File: src/hdl/hmmd_pkg.sv
// Shared types and constants of the history min/max downsampler.
package hmmd_pkg;

  localparam int unsigned LimitW     = 11;
  localparam int unsigned TimeW      = 48;
  localparam int unsigned ValueW     = 32;
  localparam int unsigned MaxPtsW    = 7;
  localparam int unsigned OpW        = 2;
  localparam logic [LimitW-1:0] LimitReset = 11'd1024;

  typedef enum logic [OpW-1:0] {
    OP_PUSH  = 2'd0,
    OP_SNAP  = 2'd1,
    OP_CLEAR = 2'd2,
    OP_NONE  = 2'd3
  } op_e;

  typedef enum logic [3:0] {
    ST_IDLE,
    ST_EXEC,
    ST_SNAP,
    ST_RD,
    ST_DAT,
    ST_DIV,
    ST_C3,
    ST_BEMIT1,
    ST_BEMIT2
  } state_e;

  typedef enum logic [2:0] {
    PH_ALL,
    PH_LASTPT,
    PH_FIRST,
    PH_SCAN3,
    PH_SCANB,
    PH_LAST3
  } phase_e;

  typedef enum logic [2:0] {
    SRC_NONE,
    SRC_PUSH,
    SRC_RD,
    SRC_MIN,
    SRC_MAX
  } src_e;

  typedef enum logic [2:0] {
    IDX_HOLD,
    IDX_ZERO,
    IDX_ONE,
    IDX_INC,
    IDX_LAST
  } idx_op_e;

  typedef struct packed {
    logic    accept;
    logic    do_push;
    logic    do_clear;
    logic    rd_en;
    idx_op_e idx_op;
    logic    emit;
    src_e    src;
    logic    last;
    logic    save_first;
    logic    scan_init;
    logic    scan_upd;
    logic    div_start;
    logic    bkt_init;
    logic    bkt_next;
  } cmd_t;

  typedef struct packed {
    logic n_zero;
    logic lim_zero;
    logic fits;
    logic lim_one;
    logic lim_two;
    logic lim_three;
    logic out_free;
    logic idx_is_last;
    logic idx_is_nm2;
    logic idx_at_hi;
    logic div_done;
    logic bkt_last;
    logic mn_eq_mx;
    logic mn_lt_mx;
    logic pick_min;
  } sts_t;

endpackage

File: src/hdl/hmmd_ctrl.sv
// Controller state machine of the history min/max downsampler.
module hmmd_ctrl (
  input  logic          clk_i,
  input  logic          rst_ni,
  input  logic          in_valid_i,
  output logic          in_ready_o,
  input  hmmd_pkg::op_e  op_i,
  input  hmmd_pkg::sts_t sts_i,
  output hmmd_pkg::cmd_t cmd_o
);
  import hmmd_pkg::*;

  state_e state_q, state_d;
  phase_e phase_q, phase_d;
  op_e    op_q, op_d;
  logic   fresh_q, fresh_d;

  always_ff @(posedge clk_i or negedge rst_ni) begin
    if (!rst_ni) begin
      state_q <= ST_IDLE;
      phase_q <= PH_ALL;
      op_q    <= OP_NONE;
      fresh_q <= 1'b0;
    end else begin
      state_q <= state_d;
      phase_q <= phase_d;
      op_q    <= op_d;
      fresh_q <= fresh_d;
    end
  end

  always_comb begin
    state_d       = state_q;
    phase_d       = phase_q;
    op_d          = op_q;
    fresh_d       = fresh_q;
    cmd_o         = '0;
    cmd_o.idx_op  = IDX_HOLD;
    cmd_o.src     = SRC_NONE;
    in_ready_o    = 1'b0;
    case (state_q)
      ST_IDLE: begin
        in_ready_o = 1'b1;
        if (in_valid_i) begin
          cmd_o.accept = 1'b1;
          op_d         = op_i;
          state_d      = (op_i == OP_SNAP) ? ST_SNAP : ST_EXEC;
        end
      end
      ST_EXEC: begin
        if (sts_i.out_free) begin
          cmd_o.emit = 1'b1;
          cmd_o.last = 1'b1;
          case (op_q)
            OP_PUSH: begin
              cmd_o.do_push = 1'b1;
              cmd_o.src     = SRC_PUSH;
            end
            OP_CLEAR: cmd_o.do_clear = 1'b1;
            default: ;
          endcase
          state_d = ST_IDLE;
        end
      end
      ST_SNAP: begin
        if (sts_i.lim_zero || sts_i.n_zero) begin
          if (sts_i.out_free) begin
            cmd_o.emit = 1'b1;
            cmd_o.last = 1'b1;
            state_d    = ST_IDLE;
          end
        end else if (sts_i.fits) begin
          cmd_o.idx_op = IDX_ZERO;
          phase_d      = PH_ALL;
          state_d      = ST_RD;
        end else if (sts_i.lim_one) begin
          cmd_o.idx_op = IDX_LAST;
          phase_d      = PH_LASTPT;
          state_d      = ST_RD;
        end else begin
          cmd_o.idx_op = IDX_ZERO;
          phase_d      = PH_FIRST;
          state_d      = ST_RD;
        end
      end
      ST_RD: begin
        cmd_o.rd_en = 1'b1;
        state_d     = ST_DAT;
      end
      ST_DAT: begin
        case (phase_q)
          PH_ALL: begin
            if (sts_i.out_free) begin
              cmd_o.emit = 1'b1;
              cmd_o.src  = SRC_RD;
              cmd_o.last = sts_i.idx_is_last;
              if (sts_i.idx_is_last) begin
                state_d = ST_IDLE;
              end else begin
                cmd_o.idx_op = IDX_INC;
                state_d      = ST_RD;
              end
            end
          end
          PH_LASTPT: begin
            if (sts_i.out_free) begin
              cmd_o.emit = 1'b1;
              cmd_o.src  = SRC_RD;
              cmd_o.last = 1'b1;
              state_d    = ST_IDLE;
            end
          end
          PH_FIRST: begin
            if (sts_i.out_free) begin
              cmd_o.emit       = 1'b1;
              cmd_o.src        = SRC_RD;
              cmd_o.save_first = 1'b1;
              if (sts_i.lim_two) begin
                cmd_o.idx_op = IDX_LAST;
                phase_d      = PH_LASTPT;
                state_d      = ST_RD;
              end else if (sts_i.lim_three) begin
                cmd_o.idx_op = IDX_ONE;
                phase_d      = PH_SCAN3;
                fresh_d      = 1'b1;
                state_d      = ST_RD;
              end else begin
                cmd_o.div_start = 1'b1;
                state_d         = ST_DIV;
              end
            end
          end
          PH_SCAN3: begin
            cmd_o.scan_init = fresh_q;
            cmd_o.scan_upd  = !fresh_q;
            fresh_d         = 1'b0;
            if (sts_i.idx_is_nm2) begin
              cmd_o.idx_op = IDX_LAST;
              phase_d      = PH_LAST3;
            end else begin
              cmd_o.idx_op = IDX_INC;
            end
            state_d = ST_RD;
          end
          PH_SCANB: begin
            cmd_o.scan_init = fresh_q;
            cmd_o.scan_upd  = !fresh_q;
            fresh_d         = 1'b0;
            if (sts_i.idx_at_hi) begin
              state_d = ST_BEMIT1;
            end else begin
              cmd_o.idx_op = IDX_INC;
              state_d      = ST_RD;
            end
          end
          PH_LAST3: state_d = ST_C3;
          default: state_d = ST_IDLE;
        endcase
      end
      ST_DIV: begin
        if (sts_i.div_done) begin
          cmd_o.bkt_init = 1'b1;
          cmd_o.idx_op   = IDX_ONE;
          phase_d        = PH_SCANB;
          fresh_d        = 1'b1;
          state_d        = ST_RD;
        end
      end
      ST_C3: begin
        if (sts_i.out_free) begin
          cmd_o.emit = 1'b1;
          cmd_o.src  = sts_i.pick_min ? SRC_MIN : SRC_MAX;
          phase_d    = PH_LASTPT;
          state_d    = ST_DAT;
        end
      end
      ST_BEMIT1: begin
        if (sts_i.out_free) begin
          cmd_o.emit = 1'b1;
          if (sts_i.mn_eq_mx) begin
            cmd_o.src      = SRC_MIN;
            cmd_o.idx_op   = IDX_INC;
            cmd_o.bkt_next = 1'b1;
            fresh_d        = 1'b1;
            phase_d        = sts_i.bkt_last ? PH_LASTPT : PH_SCANB;
            state_d        = ST_RD;
          end else begin
            cmd_o.src = sts_i.mn_lt_mx ? SRC_MIN : SRC_MAX;
            state_d   = ST_BEMIT2;
          end
        end
      end
      ST_BEMIT2: begin
        if (sts_i.out_free) begin
          cmd_o.emit     = 1'b1;
          cmd_o.src      = sts_i.mn_lt_mx ? SRC_MAX : SRC_MIN;
          cmd_o.idx_op   = IDX_INC;
          cmd_o.bkt_next = 1'b1;
          fresh_d        = 1'b1;
          phase_d        = sts_i.bkt_last ? PH_LASTPT : PH_SCANB;
          state_d        = ST_RD;
        end
      end
      default: state_d = ST_IDLE;
    endcase
  end

endmodule

File: config.mk
export PLATFORM = sky130hd
export DESIGN_NAME = hmmd_ctrl
export DESIGN_NICKNAME = d
export VERILOG_FILES = /design/src/hdl/hmmd_pkg.sv /design/src/hdl/hmmd_ctrl.sv
export SDC_FILE = /design/constraint.sdc
export NUM_CORES = 1
export LEC_CHECK = 0
export BUFFER_PORTS_ARGS = -buffer_cell sky130_fd_sc_hd__buf_2
export CAP_MARGIN = 20
export CORE_ASPECT_RATIO = 1.75
export CORE_MARGIN = 8
export CORE_UTILIZATION = 52
export CTS_CLUSTER_SIZE = 16
export DETAILED_ROUTE_END_ITERATION = 12
export GPL_TIMING_DRIVEN = 0
export PLACE_DENSITY = 0.83
export SLEW_MARGIN = 40
export SYNTH_ARGS = -nofsm -noshare
export SYNTH_HDL_FRONTEND = slang
export SYNTH_SLANG_ARGS = --single-unit
File: constraint.sdc
create_clock -name clk_i -period 2.15 [get_ports clk_i]
set_input_delay 0.215 -clock clk_i [delete_from_list [all_inputs] [get_ports clk_i]]
set_output_delay 0.215 -clock clk_i [all_outputs]
set_load 0.05 [all_outputs]
Word level (Yosys, flattened, before mapping)
Index checks and enable logic that the tools add are counted.

Equality and inequality tests: 30. Mux-type cells: 92. Reductions and logical operators: 12.

Operators by type and width (count): $mux 3 (23); $mux 4 (13); $pmux 4 s9 (1); $pmux 3 s5 (2); $mux 1 (25); $pmux 4 s6 (1); $mux 2 (11); $pmux 3 s6 (1); $eq 4x3->1 const B (4); $ne 3x3->1 const B (5); $mux 7 (2); $ne 2x2->1 const B (7); $mux 6 (2); $pmux 3 s4 (1); $pmux 4 s3 (1); $reduce_and 11->1 (1); $mux 5 (2); $reduce_and 9->1 (1); $eq 4x2->1 const B (2); $reduce_and 7->1 (1); $eq 3x2->1 const B (2); $eq 3x3->1 const B (2); $pmux 1 s2 (3); $pmux 1 s6 (1); 20 further kinds (20).

Register bits: 10. Bits of input ports: 20. Output and inout port bits: 19. Word-level logic and storage cells: 138.

Depth between registers and ports, before layout
Depth after elaboration: 5. Gate-level depth with buffers: 7. Depth with buffers taken out: 5.

Worst setup path before layout
No wires, ideal clock.

Kind: reg2out. Start: register state_q[3]. End: output cmd_o[2] (netlist name). Data arrival time: 2.554 ns. Required time: 1.935 ns. Slack: -0.619 ns. Cell stages (with the launch flop): 5. Path buffers: 0. Cell sequence: dfrtp_1 nand2b_2 nor3_2 nand2_1 nor4_1.

RTL lines: start: declaration (line hmmd_ctrl.sv:13) `state_e state_q, state_d;`; start signal: assignment (line hmmd_ctrl.sv:25) `state_q <= state_d;`; end: declaration (line hmmd_ctrl.sv:9) `output hmmd_pkg::cmd_t cmd_o`.

==> results.cfg <==
[yosys]
synth_compound_area_share_pct = 30.2
synthMuxAreaShare_pct = 5.39
synthCells = 171
ys_async_sr_fraction_pct = 100
synth-xor-area-share_pct = 0.662
synth-simple-area-share_pct = 34.2
synthesis.area_mm2 = 0.00132
syn_nets = 191
synth_area_leaders = dfrtp_1 (15%), nand2_1 (4.5%), buf_6 (4.3%), dfstp_2 (4.0%), nor2_1 (4.0%)
yosysSeqAreaShare_pct = 19.1
synthAdderAreaFrac_pct = 0
yosysTopAreaCellShare_pct = 15.1
synth_cell_types = 63
synth_edf_count = 0
synth.largest_area_cell = dfrtp_1
ys_ff_latch = 10
synth_warnings = 0
yosys_most_used_dff = dfrtp_1
synth_top_family_by_area = simple AND/OR/NAND/NOR gates
syn_area_per_cell_um2 = 7.73

[global_route]
overflow = 0
grtUsageMet1_pct = 25.2
antenna_found_initial = 0
grt_pass1_wl_mm = 8.11
gr-max-usage-layer = met2
grt_use_met3_pct = 4.30
grt_pass1_vias = 1686
track_usage_pct = 23.5
met2_usage_pct = 41.0
grt_max_degree = 11

[critical_path]
path_cells = or4b_4, a21oi_4, buf_4, a31oi_1, nand2_1, buf_6
startpoint_type = flop
endpoint_kind = primary output
cp_slowest_cell = or4b_4
critical_path_peak_fanout = 6
critPathMaxStageDelay_ns = 0.57
critPathKind = flop to primary output
cp.required_ns = 1.93
crit_buf_inv = 2
worst_ep_arrival_time_ns = 1.98
cp_top_family = simple AND/OR/NAND/NOR gates

[timing]
setup_slack_ns = -0.0410
finalMaxSlewViolations = 0
setup_viol = 2
hold_viol = 0
holdWs_ns = 0.190
relSlewSlack_pct = 74.1
min_period_ns = 2.19
fin_setup_tns_ns = -0.0704
fmax_mhz = 456
worst_clock_skew_ns = 0.00769
rsz0062_at_grt = yes
fin_crit_sh_pct = 102
worst_slew_pin_slew_ns = 0.384

[clock_tree]
clkLatencyLatePin_ns = 0.25
clock_sinks = 10
cts_root_buffer = clkbuf_8
clk_pin_slew_worst_paths_ns = 0.06
cts_tree = yes
cts.htree.levels = 1
cts_max_path_buffers = 2
numCtsBuffers = 3

[power]
cellPowerDensity_mw_per_mm2 = 1240
p_total_uw = 2340
peakVddDrop_uv = 827
p_leak_uw = 0.000855

[floorplan]
core_area_mm2 = 0.00246
rows = 24
start_util_pct = 53.7
fp.dieW_um = 54.1
ios = 39
dieArea_mm2 = 0.00448
die_h_um = 82.7

[layout]
drive_above_1_share_pct = 48.7
antenna_cells = 0
area_growth_pct = 43.1
layout.nets = 247

[placement]
place_congestion = 0.889
port_buffers = 38
hpwl_mm = 3.77

[routing]
first_iter_violations = 99
drt-vias-per-instance = 6.78
wirelength_mm = 5.21
drc_errors = 0
wl_per_cell_um = 20.7
ant_nets = 0
firstDrtPassIters = 5
vias = 1709

[status]
violations = setup timing
outcome = finished with violations

[job]
drv_cap = 0

[worst_hold_path]
hold_class = input port to flop
==> placed cells by master (no fill, tap or decap), types with 2 or more instances in the layout <==
cell type	instances
a21oi_1	4
a31oi_1	2
and3_1	2
and3b_2	2
buf_2	32
buf_4	15
buf_6	11
clkbuf_4	2
clkbuf_8	3
dfrtp_1	5
dfrtp_2	3
dfstp_2	2
inv_1	9
inv_2	2
mux2_4	2
mux2i_1	3
nand2_1	14
nand2_2	3
nand2b_1	7
nand3_1	6
nand3b_1	2
nor2_1	13
nor2_2	2
nor2b_1	3
nor3_2	3
nor3b_1	2
nor4_2	2
o21ai_0	10
o21ai_1	5
o21ai_2	4
o22ai_1	2
o31ai_1	3
or4b_4	2
==> final timing paths <==
check	endpoint	cells past startpoint	from	slack (ns)
min reg2reg	op_q[0]	2	op_q[0]	0.47
max reg2reg	state_q[1]	5	state_q[3]	0.19
min in group asynchronous	phase_q[1]	2	rst_ni	0.39
max	cmd_o[12]	6	state_q[3]	-0.04
min	op_q[1]	3	op_i[1]	0.19
max in group asynchronous	op_q[1]	2	rst_ni	1.47
==> timing repair <==
item,in CTS,in global routing
setup endpoints to repair,12,11
resized for setup,26,18
hold endpoints to repair,8,0
pin swaps,2,2
setup buffers,6,6
hold buffers,1,0
==> worst min-delay path, cell delays in order <==
cell and delay, ns:
buf_2 0.11, nand2_1 0.05, o21ai_1 0.05
==> logic make-up after synthesis <==
kind of cell / Yosys count
and+or+nand+nor: 75
AOI/OAI and AO/OA: 55
buffers and inverters: 24
DFF: 10
muxes: 6
xor gates and xnor gates: 1
==> sequential cells by signal, indices dropped and copies added (netlist names) <==
signal and count:
fresh_q 1, op_q 2, phase_q 3, state_q 4
==> stage by stage <==
step / cell area, µm² / setup WS [ns] / utilization, % / instances
floorplan: 1370 / -0.0843 / - / 171
global placement: 1590 / -0.0898 / 64.7 / 235
detailed placement: 1590 / -0.112 / 64.7 / 235
CTS: 1800 / -0.0153 / 72.9 / 246
global route: 1890 / -0.0831 / 76.9 / 252
finish: 1890 / -0.0410 / 76.9 / 252
==> synthesized netlist by cell type (all sizes together), types with 2 or more instances <==
library cell / count
nor3: 5
o21ai: 20
or3: 2
nand2: 17
nor3b: 3
clkbuf: 3
and3: 2
or4b: 2
nor2: 16
or4: 2
buf: 9
o32ai: 3
inv: 11
mux2i: 3
mux2: 3
nor4: 3
o31ai: 3
and3b: 2
a31oi: 4
o22ai: 3
a21oi: 6
dfstp: 2
nand3: 7
nand2b: 8
dfrtp: 8
nor2b: 3
nand3b: 2
==> power by group <==
group / switching, µW / internal (µW)
clock network: 87.3 / 131
logic: 1090 / 655
registers: 92.8 / 282
==> layout make-up <==
| type | count | area [µm²] |
|---|---|---|
| Clock buffer | 4 | 45.0 |
| Inverter | 12 | 45.0 |
| Fill cell | 177 | 569 |
| Buffer | 12 | 105 |
| Tap cell | 26 | 32.5 |
| Multi-Input combinational cell | 137 | 1070 |
| Sequential cell | 10 | 256 |
| Timing Repair Buffer | 51 | 337 |
==> layer usage <==
metal | up-vias | share of wire, %
met5 | - | 0
met4 | 0 | 4.8
met3 | 35 | 6.8
met2 | 118 | 53
met1 | 811 | 36
li1 | 745 | -
Note: power is estimated with default switching activity, not from simulation.
